File: config.mk
export PLATFORM = sky130hd
export DESIGN_NAME = sof_len_cmd_xor_frame_deframer_core_flat
export DESIGN_NICKNAME = d
export VERILOG_FILES = /design/src/sofdf_pkg.sv /design/src/sofdf_req_if.sv /design/src/sofdf_rsp_if.sv /design/src/sofdf_front.sv /design/src/sofdf_queue.sv /design/src/sofdf_back.sv /design/src/sof_len_cmd_xor_frame_deframer_core.sv /design/src/flat_wrapper.sv
export SDC_FILE = /design/constraint.sdc
export NUM_CORES = 1
export LEC_CHECK = 0
export ABC_AREA = 1
export BUFFER_PORTS_ARGS = -buffer_cell sky130_fd_sc_hd__clkbuf_2
export CAP_MARGIN = 20
export CORE_MARGIN = 5
export CORE_UTILIZATION = 39
export DETAILED_ROUTE_END_ITERATION = 8
export PLACE_DENSITY = 0.66
export SLEW_MARGIN = 20
export SYNTH_ARGS = -nofsm -noshare
export SYNTH_HDL_FRONTEND = slang
export SYNTH_SLANG_ARGS = --single-unit
export TNS_END_PERCENT = 5
File: constraint.sdc
create_clock -name clock -period 4.1 [get_ports clock]
set_input_delay 0.615 -clock clock [delete_from_list [all_inputs] [get_ports clock]]
set_output_delay 0.615 -clock clock [all_outputs]
set_load 0.05 [all_outputs]
File: src/sofdf_pkg.sv
// Shared types and constants of the frame deframer.
`timescale 1ns / 1ps

package sofdf_pkg;

   localparam logic [7:0] START_BYTE_RESET = 8'hFE;
   localparam int         QUEUE_DEPTH      = 4;

   typedef enum logic [2:0] {
      PH_HUNT,
      PH_LEN,
      PH_CMD0,
      PH_CMD1,
      PH_DATA,
      PH_FCS
   } phase_type;

   typedef enum logic [1:0] {
      KIND_HEADER,
      KIND_PAYLOAD,
      KIND_END
   } kind_type;

   typedef struct packed {
      kind_type    kind;
      logic [15:0] command_word;
      logic [7:0]  payload_length;
      logic [7:0]  payload_byte;
      logic [7:0]  byte_index;
      logic        check_ok;
   } rsp_item_type;

   // Write side of the queue, driven by the front end.
   typedef struct packed {
      logic         valid;
      rsp_item_type item;
   } push_type;

   // Head of the queue as seen by the back end.
   typedef struct packed {
      logic         valid;
      rsp_item_type item;
   } head_type;

endpackage

File: src/sofdf_req_if.sv
// Input channel carrying one received byte per transaction.
`timescale 1ns / 1ps

interface sofdf_req_if;
   logic       valid;
   logic       ready;
   logic [7:0] rx_byte;

   modport source (output valid, output rx_byte, input ready);
   modport sink   (input valid, input rx_byte, output ready);
endinterface

File: src/sofdf_rsp_if.sv
// Result channel carrying one decoded frame event per transaction.
`timescale 1ns / 1ps

interface sofdf_rsp_if;
   logic        valid;
   logic        ready;
   logic [1:0]  kind;
   logic [15:0] command_word;
   logic [7:0]  payload_length;
   logic [7:0]  payload_byte;
   logic [7:0]  byte_index;
   logic        check_ok;

   modport source (output valid, output kind, output command_word, output payload_length,
                   output payload_byte, output byte_index, output check_ok, input ready);
   modport sink   (input valid, input kind, input command_word, input payload_length,
                   input payload_byte, input byte_index, input check_ok, output ready);
endinterface

File: src/sofdf_front.sv
// Front end: byte parser that classifies each received byte and queues results.
`timescale 1ns / 1ps

module sofdf_front
   import sofdf_pkg::*;
(
   input  logic         clock,
   input  logic         reset,
   sofdf_req_if.sink    req,
   input  logic         csr_write_en,
   input  logic [7:0]   csr_write_data,
   input  logic         queue_full,
   output push_type     push
);

   phase_type   phase_ff, phase_in;
   logic [7:0]  start_byte_ff, start_byte_in;
   logic [7:0]  frame_length_ff, frame_length_in;
   logic [7:0]  payload_count_ff, payload_count_in;
   logic [7:0]  running_check_ff, running_check_in;
   logic [7:0]  command_high_ff, command_high_in;
   logic        accept;
   logic [7:0]  rx;
   logic [7:0]  count_next;

   assign req.ready = !queue_full;
   assign accept    = req.valid && req.ready;
   assign rx        = req.rx_byte;
   assign count_next = payload_count_ff + 8'd1;

   always_ff @(posedge clock) begin
      if (reset) begin
         phase_ff         <= PH_HUNT;
         start_byte_ff    <= START_BYTE_RESET;
         frame_length_ff  <= '0;
         payload_count_ff <= '0;
         running_check_ff <= '0;
         command_high_ff  <= '0;
      end else begin
         phase_ff         <= phase_in;
         start_byte_ff    <= start_byte_in;
         frame_length_ff  <= frame_length_in;
         payload_count_ff <= payload_count_in;
         running_check_ff <= running_check_in;
         command_high_ff  <= command_high_in;
      end
   end

   always_comb begin
      phase_in         = phase_ff;
      start_byte_in    = csr_write_en ? csr_write_data : start_byte_ff;
      frame_length_in  = frame_length_ff;
      payload_count_in = payload_count_ff;
      running_check_in = running_check_ff;
      command_high_in  = command_high_ff;

      push                     = '0;
      push.item.kind           = KIND_HEADER;
      push.item.payload_length = frame_length_ff;

      if (accept) begin
         unique case (phase_ff)
            PH_HUNT: begin
               if (rx == start_byte_ff) begin
                  phase_in = PH_LEN;
               end
            end
            PH_LEN: begin
               frame_length_in  = rx;
               running_check_in = rx;
               payload_count_in = '0;
               phase_in         = PH_CMD0;
            end
            PH_CMD0: begin
               command_high_in  = rx;
               running_check_in = running_check_ff ^ rx;
               phase_in         = PH_CMD1;
            end
            PH_CMD1: begin
               running_check_in       = running_check_ff ^ rx;
               push.valid             = 1'b1;
               push.item.kind         = KIND_HEADER;
               push.item.command_word = {command_high_ff, rx};
               phase_in = (frame_length_ff != 8'd0) ? PH_DATA : PH_FCS;
            end
            PH_DATA: begin
               running_check_in       = running_check_ff ^ rx;
               push.valid             = 1'b1;
               push.item.kind         = KIND_PAYLOAD;
               push.item.payload_byte = rx;
               push.item.byte_index   = payload_count_ff;
               payload_count_in       = count_next;
               if (count_next == frame_length_ff) begin
                  phase_in = PH_FCS;
               end
            end
            PH_FCS: begin
               push.valid         = 1'b1;
               push.item.kind     = KIND_END;
               push.item.check_ok = (rx == running_check_ff);
               phase_in           = PH_HUNT;
            end
            default: begin
               phase_in = PH_HUNT;
            end
         endcase
      end
   end

   // The payload phase is only entered with a non-zero length and left on the last byte.
   a_data_count_in_range: assert property (@(posedge clock) disable iff (reset)
      (phase_ff == PH_DATA) |-> (payload_count_ff < frame_length_ff))
      else $error("payload count reached frame length while still in payload phase");

   a_fcs_returns_to_hunt: assert property (@(posedge clock) disable iff (reset)
      (accept && phase_ff == PH_FCS) |=> (phase_ff == PH_HUNT))
      else $error("parser did not resume hunting after the check byte");

endmodule

File: src/sofdf_queue.sv
// Short result queue that decouples the parser from the output stage.
`timescale 1ns / 1ps

module sofdf_queue
   import sofdf_pkg::*;
#(
   parameter int QueueDepth = QUEUE_DEPTH
) (
   input  logic     clock,
   input  logic     reset,
   input  push_type push,
   input  logic     pop,
   output head_type head,
   output logic     full
);

   localparam int PtrW = (QueueDepth > 1) ? $clog2(QueueDepth) : 1;
   localparam int CntW = $clog2(QueueDepth + 1);
   localparam logic [PtrW-1:0] LastPtr = PtrW'(QueueDepth - 1);
   localparam logic [CntW-1:0] DepthCount = CntW'(QueueDepth);

   rsp_item_type    slot_ff [QueueDepth];
   logic [PtrW-1:0] wr_ptr_ff, wr_ptr_in;
   logic [PtrW-1:0] rd_ptr_ff, rd_ptr_in;
   logic [CntW-1:0] count_ff, count_in;
   logic            do_push, do_pop;

   assign full      = (count_ff == DepthCount);
   assign head.valid = (count_ff != '0);
   assign head.item  = slot_ff[rd_ptr_ff];
   assign do_push   = push.valid && !full;
   assign do_pop    = pop && head.valid;

   always_comb begin
      wr_ptr_in = wr_ptr_ff;
      rd_ptr_in = rd_ptr_ff;
      count_in  = count_ff;
      if (do_push) begin
         wr_ptr_in = (wr_ptr_ff == LastPtr) ? '0 : wr_ptr_ff + PtrW'(1);
      end
      if (do_pop) begin
         rd_ptr_in = (rd_ptr_ff == LastPtr) ? '0 : rd_ptr_ff + PtrW'(1);
      end
      priority if (do_push && !do_pop) begin
         count_in = count_ff + CntW'(1);
      end else if (do_pop && !do_push) begin
         count_in = count_ff - CntW'(1);
      end else begin
         count_in = count_ff;
      end
   end

   always_ff @(posedge clock) begin
      if (reset) begin
         wr_ptr_ff <= '0;
         rd_ptr_ff <= '0;
         count_ff  <= '0;
      end else begin
         wr_ptr_ff <= wr_ptr_in;
         rd_ptr_ff <= rd_ptr_in;
         count_ff  <= count_in;
      end
   end

   always_ff @(posedge clock) begin
      if (do_push) begin
         slot_ff[wr_ptr_ff] <= push.item;
      end
   end

   a_count_bounded: assert property (@(posedge clock) disable iff (reset)
      count_ff <= DepthCount)
      else $error("queue occupancy exceeds its depth");

   // The front end must hold off while full, otherwise a result would be lost.
   a_no_push_when_full: assert property (@(posedge clock) disable iff (reset)
      push.valid |-> !full)
      else $error("result pushed into a full queue");

   a_no_pop_when_empty: assert property (@(posedge clock) disable iff (reset)
      pop |-> head.valid)
      else $error("result popped from an empty queue");

endmodule

File: src/sofdf_back.sv
// Back end: output register that presents queued results on the result channel.
`timescale 1ns / 1ps

module sofdf_back
   import sofdf_pkg::*;
(
   input  logic         clock,
   input  logic         reset,
   input  head_type     head,
   output logic         pop,
   sofdf_rsp_if.source  rsp
);

   logic         rsp_valid_ff, rsp_valid_in;
   rsp_item_type rsp_item_ff, rsp_item_in;

   // The register is refilled whenever it is empty or its transaction completes.
   assign pop = head.valid && (!rsp_valid_ff || rsp.ready);

   always_comb begin
      rsp_valid_in = rsp_valid_ff;
      rsp_item_in  = rsp_item_ff;
      priority if (pop) begin
         rsp_valid_in = 1'b1;
         rsp_item_in  = head.item;
      end else if (rsp.ready) begin
         rsp_valid_in = 1'b0;
      end else begin
         rsp_valid_in = rsp_valid_ff;
      end
   end

   always_ff @(posedge clock) begin
      if (reset) begin
         rsp_valid_ff <= 1'b0;
      end else begin
         rsp_valid_ff <= rsp_valid_in;
      end
   end

   always_ff @(posedge clock) begin
      rsp_item_ff <= rsp_item_in;
   end

   assign rsp.valid          = rsp_valid_ff;
   assign rsp.kind           = rsp_item_ff.kind;
   assign rsp.command_word   = rsp_item_ff.command_word;
   assign rsp.payload_length = rsp_item_ff.payload_length;
   assign rsp.payload_byte   = rsp_item_ff.payload_byte;
   assign rsp.byte_index     = rsp_item_ff.byte_index;
   assign rsp.check_ok       = rsp_item_ff.check_ok;

endmodule

File: src/sof_len_cmd_xor_frame_deframer_core.sv
// Top level of the start/length/command/XOR-check frame deframer.
//
//   Channel   Direction  Carries
//   req       in         rx_byte, one received byte per transaction
//   rsp       out        kind, command_word, payload_length, payload_byte,
//                        byte_index, check_ok
//   csr       in         start_byte write (csr_write_en, csr_write_data)
//
// One byte is accepted per cycle while the queue is not full; a result is registered
// twice on its way out (parser into the queue, queue into the output register).
// Reset clears the parser to hunting and restores the start byte to 0xFE.
// A stalled result channel fills the queue; req.ready falls only when it is full.
`timescale 1ns / 1ps

module sof_len_cmd_xor_frame_deframer_core
   import sofdf_pkg::*;
#(
   parameter int QueueDepth = QUEUE_DEPTH
) (
   input  logic         clock,
   input  logic         reset,
   sofdf_req_if.sink    req,
   sofdf_rsp_if.source  rsp,
   input  logic         csr_write_en,
   input  logic [7:0]   csr_write_data
);

   push_type push;
   head_type head;
   logic     pop;
   logic     queue_full;

   sofdf_front u_front (
      .clock          (clock),
      .reset          (reset),
      .req            (req),
      .csr_write_en   (csr_write_en),
      .csr_write_data (csr_write_data),
      .queue_full     (queue_full),
      .push           (push)
   );

   sofdf_queue #(
      .QueueDepth (QueueDepth)
   ) u_queue (
      .clock (clock),
      .reset (reset),
      .push  (push),
      .pop   (pop),
      .head  (head),
      .full  (queue_full)
   );

   sofdf_back u_back (
      .clock (clock),
      .reset (reset),
      .head  (head),
      .pop   (pop),
      .rsp   (rsp)
   );

endmodule
File: src/flat_wrapper.sv
// flat-port wrapper written by rule: the top's interface ports become plain ports
module sof_len_cmd_xor_frame_deframer_core_flat import sofdf_pkg::*;
#(
   parameter int QueueDepth = QUEUE_DEPTH
)
  (clock, reset, csr_write_en, csr_write_data, req_valid, req_rx_byte, req_ready, rsp_valid, rsp_kind, rsp_command_word, rsp_payload_length, rsp_payload_byte, rsp_byte_index, rsp_check_ok, rsp_ready);
  sofdf_req_if req_i ();
  sofdf_rsp_if rsp_i ();
  input  logic clock;
  input  logic reset;
  input  logic csr_write_en;
  input  logic [7:0] csr_write_data;
  input wire logic [$bits(req_i.valid)-1:0] req_valid;
  input wire logic [$bits(req_i.rx_byte)-1:0] req_rx_byte;
  output wire logic [$bits(req_i.ready)-1:0] req_ready;
  output wire logic [$bits(rsp_i.valid)-1:0] rsp_valid;
  output wire logic [$bits(rsp_i.kind)-1:0] rsp_kind;
  output wire logic [$bits(rsp_i.command_word)-1:0] rsp_command_word;
  output wire logic [$bits(rsp_i.payload_length)-1:0] rsp_payload_length;
  output wire logic [$bits(rsp_i.payload_byte)-1:0] rsp_payload_byte;
  output wire logic [$bits(rsp_i.byte_index)-1:0] rsp_byte_index;
  output wire logic [$bits(rsp_i.check_ok)-1:0] rsp_check_ok;
  input wire logic [$bits(rsp_i.ready)-1:0] rsp_ready;
  assign req_i.valid = req_valid;
  assign req_i.rx_byte = req_rx_byte;
  assign req_ready = req_i.ready;
  assign rsp_valid = rsp_i.valid;
  assign rsp_kind = rsp_i.kind;
  assign rsp_command_word = rsp_i.command_word;
  assign rsp_payload_length = rsp_i.payload_length;
  assign rsp_payload_byte = rsp_i.payload_byte;
  assign rsp_byte_index = rsp_i.byte_index;
  assign rsp_check_ok = rsp_i.check_ok;
  assign rsp_i.ready = rsp_ready;
  sof_len_cmd_xor_frame_deframer_core #(.QueueDepth(QueueDepth)) u_core (.clock(clock), .reset(reset), .req(req_i), .rsp(rsp_i), .csr_write_en(csr_write_en), .csr_write_data(csr_write_data));
endmodule
=== Yosys cells after proc, flatten, opt, wreduce, memory -nomap -nowiden ===
Memory sizes are Yosys's and may differ from the RTL's. A register that Yosys moved wholly into a read port is not among the register bits.
Cells that the tools add are included.

* Logic and storage cells: 74
* Bits in latches: 0
* Bits of input ports: 21
* ROM bits: 0
* Output and inout bits: 45
* Memories kept: 1
* Bits in registers: 51
* RAM bits: 172

* Eq/ne operators: 13
* $add $sub $neg: 5
* $lt $le $gt $ge: 0
* Divide/modulo/power cells: 0
* Mux-type cells: 20
* Shift operators: 0
* Bitwise gates (word level): 1
* Multiply operators: 0
* Reductions and logical operators: 24

{| class="wikitable"
|+ Memories
! memory !! words !! width !! read ports !! clocked after Yosys merged registers in !! wr ports !! line !! source
|-
| u_core.u_queue.slot_ff || 4 || 43 || 1 || 1 || 1 || sofdf_queue.sv:22 || <nowiki>rsp_item_type slot_ff [QueueDepth];</nowiki>
|}

{| class="wikitable"
|+ Operator list
! cell !! number
|-
| $mux W16 || 2
|-
| $pmux W8 S2 || 2
|-
| $eq A8 B8 Y1 || 3
|-
| $mux W19 || 1
|-
| $mux W17 || 1
|-
| $pmux W3 S5 || 1
|-
| $mux W3 || 4
|-
| $eq A3 B3 Y1 const B || 3
|-
| $pmux W3 S3 || 1
|-
| $add A8 B1 Y8 const B || 1
|-
| $reduce_and A2 Y1 || 4
|-
| $reduce_bool A2 Y1 || 4
|-
| $reduce_bool A8 Y1 || 1
|-
| $xor A8 B8 Y8 || 1
|-
| $eq A3 B2 Y1 const B || 2
|-
| $logic_and A1 B1 Y1 || 6
|-
| $mux W1 || 6
|-
| $add A2 B1 Y2 const B || 2
|-
| $eq A2 B2 Y1 const B || 2
|-
| $logic_not A1 Y1 || 4
|-
| $mux W2 || 2
|-
| $ne A2 B2 Y1 const B || 2
|-
| $add A3 B1 Y3 const B || 1
|-
| $eq A3 B1 Y1 const B || 1
|-
| 6 further kinds || 6
|}

=== Longest topological paths before layout ===
* Word-level depth: 9
* Mapped depth: 15
* Depth with buffers taken out: 14

=== Cells and area by module ===
From an unflattened synthesis, not the netlist that was laid out.

* Cell total of the unflattened synthesis: 899
* Area total of the unflattened synthesis: 10637.7 um^2

{| class="wikitable"
|+ By module, submodules not included
! module !! instances !! area each (um^2) !! sequential area each (um^2) !! cells an instance
|-
| sofdf_queue || 1 || 6852.8 || 5345.1 || 485
|-
| sofdf_front || 1 || 2446.1 || 860.8 || 365
|-
| sofdf_back || 1 || 1338.8 || 1311.3 || 49
|}

=== Worst setup path after synthesis ===
No wires, ideal clock.

* Kind: input-to-reg
* From: input port rsp_ready
* To: register u_core.u_queue.count_ff[1]
* Stages on the path: 8
* Setup time: 120 ps
* Path buffers: 0
* Data required time: 3980 ps
* Slack: -330 ps
* Arrival: 4310 ps
* Path through: nor2_1 > a31oi_1 > inv_1 > ha_1 > inv_1 > fa_1 > o21ai_0 > a21oi_1

* Word-level cells in the longest chain between the ends: 6
* Elaborated cells on any way between the ends: 8
* Those cells by class: 1 x mux; 7 x reduce/logical

{| class="wikitable"
|+ Ends and longest elaborated chain
! item !! line !! source
|-
| start: declaration || flat_wrapper.sv:23 || <nowiki>input wire logic [$bits(rsp_i.ready)-1:0] rsp_ready;</nowiki>
|-
| $logic_or A1 B1 Y1 || sofdf_back.sv:18 || <nowiki>assign pop = head.valid && (!rsp_valid_ff || rsp.ready);</nowiki>
|-
| $logic_and A1 B1 Y1 || sofdf_back.sv:18 ||
|-
| via u_core.pop || sof_len_cmd_xor_frame_deframer_core.sv:30 || <nowiki>logic pop;</nowiki>
|-
| $logic_and A1 B1 Y1 || sofdf_queue.sv:32 || <nowiki>assign do_pop = pop && head.valid;</nowiki>
|-
| $logic_not A1 Y1 || sofdf_queue.sv:44 || <nowiki>priority if (do_push && !do_pop) begin</nowiki>
|-
| $logic_and A1 B1 Y1 || sofdf_queue.sv:44 ||
|-
| $mux W3 || sofdf_queue.sv:44 ||
|-
| via u_core.u_queue.count_in[1] || sofdf_queue.sv:25 || <nowiki>logic [CntW-1:0] count_ff, count_in;</nowiki>
|-
| end signal: assignment || sofdf_queue.sv:61 || <nowiki>count_ff <= count_in;</nowiki>
|-
| end: declaration || sofdf_queue.sv:25 ||
|}

The timed path passes the listed nets, and every way through them passes these cells.
A chain may end at the register's enable or synchronous reset.

=== Final worst setup path ===
* From: register u_core.u_queue.count_ff[0]
* To: register u_core.u_queue.count_ff[2]

* Word-level cells in the longest chain between the ends: 8
* Elaborated cells on any way between the ends: 17
* Those cells by class: 2 x add/sub; 1 x eq/ne; 3 x mux; 11 x reduce/logical

{| class="wikitable"
|+ Ends and longest elaborated chain
! item !! line !! source
|-
| $eq A3 B3 Y1 * || sofdf_queue.sv:28 || <nowiki>assign full = (count_ff == DepthCount);</nowiki>
|-
| $logic_not A1 Y1 * || sofdf_front.sv:26, sofdf_queue.sv:31 ||
|-
| $logic_and A1 B1 Y1 || sofdf_front.sv:27 || <nowiki>assign accept = req.valid && req.ready;</nowiki>
|-
| $mux W19 || sofdf_front.sv:61 || <nowiki>if (accept) begin</nowiki>
|-
| $logic_and A1 B1 Y1 * || sofdf_queue.sv:31 || <nowiki>assign do_push = push.valid && !full;</nowiki>
|-
| via u_core.u_queue.do_push || sofdf_queue.sv:26 || <nowiki>logic do_push, do_pop;</nowiki>
|-
| $logic_not A1 Y1 || sofdf_queue.sv:46 || <nowiki>end else if (do_pop && !do_push) begin</nowiki>
|-
| $logic_and A1 B1 Y1 || sofdf_queue.sv:46 ||
|-
| $reduce_bool A2 Y1 (no line) || - ||
|}

The timed path passes the listed nets; every way through them passes the cells marked *. The select of a mux whose other input is x is not followed.

==> run metrics <==
most common cell after layout, fill and taps aside=edfxtp_1; number of clock sinks=266; Post-route DRC=0; Hold Path Stages=3; crit path max fanout=16; PwrDens=642 mW/mm2; FF-to-FF path depth=15; H-tree depth=1; Initial Util=39.3%; Global Route Usage Sum=14.3%; via/cell ratio=5.17; I/O pins=66; CTS Hold Bufs=0; routed vias=6775; clock tree from TritonCTS=done; P_leak=3.97 nW; slew margin rel.=32.6%; final-stage net count=978; clock buffer depth=3; drt pass-1 iters=5; CTS buffer count=27; Least-Margin Pin Slew=1.01 ns; worst skew pair latency=0.52 ns; pin count of the biggest net entering global routing=89; cell area after synthesis=0.0105 mm2; Port Buffers=65; clock transition at the registers of the reported paths=0.06 ns; Tcrit/Tclk final=69.0%; CP Launch Type=flip-flop; DIE HEIGHT=174 um; Routed Antenna Nets=0; final setup fails=0; number of global-route vias before repair=6676; Design Power=7.76 mW; VDD IR max=0.290 mV; CP Data Required Time=4.55 ns; status=finished clean; Final GP Congestion=0.868; n_diodes=0; drt wl/cell=17.0 um; RSZ-0062 raised after global routing=false; number of max-cap violations=0; Setup Skew=0.0176 ns; syn nets=914; Util after Layout=45.1%; final critical-path required period=2.83 ns; initial antenna violation count=0; Syn Area/Cell=11.9 um2; Setup crit end kind=flip-flop; area of the core=0.0268 mm2; FF+latch count, synth=266; root buf cell=clkbuf_16; # Post-CTS Setup Buffers=0; final WL=22300 um; grt total ovfl=0; # rows=60; Slew Viols, Final=0; # fillers=2418; Layout area overhead=14.6%; Non-Filler Instances=1311; post-synth cell types=35; full die area=0.0304 mm2; sequential fraction of the synthesis area=70.9%; FMAX=353 MHz; Arrival @ worst endpoint=3.28 ns; Yosys Warn Count=0; post-DP HPWL=13600 um; Hold Vio Cnt, Final=0; Placed Area=0.0113 mm2; Synth Instances=885; global-route wire length before repair=35700 um; initial DRC count=473; die width=174 um; post-CTS sizing=0; min-delay worst type=primary input to flip-flop; CP Class=flip-flop to flip-flop; Setup Total Neg Slack=0 ns; commonest cells after routing, fill and taps aside=215 x edfxtp_1, 146 x nor2_1, 100 x o21ai_0; fin area=0.0121 mm2; placed cells=1261; share of layout cells above drive strength 1=15.3%
per-stage QoR:
stage,hold WS (ns),setup WS [ns]
finish,0.297,1.27
floorplan,0.443,0.243
global route,0.303,0.935
CTS,0.275,1.27
global placement,0.466,1.17
detailed placement,0.471,1.13
sequential cells by signal (all words and copies together) (netlist names), 3 cells and up:
| signal | flops |
|---|---|
| u_core.u_queue.slot_ff | 172 |
| u_core.u_back.rsp.command_word | 16 |
| u_core.u_back.rsp.byte_index | 8 |
| u_core.u_back.rsp.payload_byte | 8 |
| u_core.u_back.rsp.payload_length | 8 |
| u_core.u_front.command_high_ff | 8 |
| u_core.u_front.frame_length_ff | 8 |
| u_core.u_front.payload_count_ff | 8 |
| u_core.u_front.running_check_ff | 8 |
| u_core.u_front.start_byte_ff | 8 |
| u_core.u_front.phase_ff | 3 |
| u_core.u_queue.count_ff | 3 |
power breakdown:
group,internal [mW],leakage [nW],total (mW),switching [mW]
logic,0.448,1.34,2.13,1.68
clock network,1.27,0.388,2.22,0.958
registers,3.31,2.24,3.40,0.0922
total,5.02,3.97,7.76,2.73
synthesized netlist by cell type, drive strengths merged:
library cell	n	area, um2
nor3	13	81.3
and2	2	12.5
dfxtp	51	1020
buf	6	40.0
a21o	1	7.51
inv	56	210
a211oi	14	125
nor2	152	576
nor3b	8	100
nor4	11	68.8
xor2	6	52.6
clkbuf	36	135
a31oi	1	6.26
ha	7	87.6
edfxtp	215	6460
nand3	36	190
or2	6	37.5
fa	1	20.0
o21ai	100	500
a21oi	24	120
a22oi	1	7.51
xnor2	6	52.6
nand2	77	292
o22ai	51	319
nand4	4	25.0
kinds of logic (layout without fill, tap and decap cells):
| kind of cell | after synthesis | in the layout | synth area share (%) |
|---|---|---|---|
| compound gates | 192 | 192 | 10.3 |
| xor+xnor | 12 | 12 | 0.997 |
| fa+ha+maj | 8 | 8 | 1.02 |
| flops | 266 | 266 | 70.9 |
| buf+inv | 98 | 183 | 3.65 |
| simple gates | 309 | 309 | 13.1 |
area by class of cell:
class	count	area (um2)	share of cell area (%)
repair buffers	77	440	3.65
flip-flops and latches	266	7480	61.9
clock buffers	33	698	5.78
well taps	341	427	3.53
inverters	56	210	1.74
clock inverters	17	103	0.849
multi-input cells	521	2730	22.6
per-layer routing:
metal / GRT usage (%) / routed length (um) / up-vias
li1: - / - / 3299
met1: 20.0 / 10400 / 3259
met2: 23.2 / 10200 / 189
met3: 2.54 / 1280 / 28
met4: 3.93 / 492 / 0
met5: 0 / 0 / -
worst paths after layout:
kind | from | endpoint | slack (ns)
worst max-delay path | u_core.u_queue.count_ff[0] | u_core.u_queue.count_ff[2] | 1.27
worst min-delay path | csr_write_data[5] | u_core.u_front.start_byte_ff[5] | 0.30
worst max register to register | u_core.u_queue.count_ff[0] | u_core.u_queue.count_ff[2] | 1.27
worst min register to register | u_core.u_front.start_byte_ff[3] | u_core.u_front.start_byte_ff[3] | 0.48
worst max-delay path, stage by stage (launching register included):
cell,delay [ns]
dfxtp_1,0.36
inv_1,0.11
nand3_1,0.10
nand2_1,0.06
buf_4,0.19
inv_1,0.29
nand2_1,0.40
inv_1,0.15
ha_1,0.15
inv_1,0.07
fa_1,0.44
nor2_1,0.12
nor2_1,0.04
nand2_1,0.07
o21ai_0,0.07
a21oi_1,0.15
No activity file was read; power rests on OpenSTA's default activity.
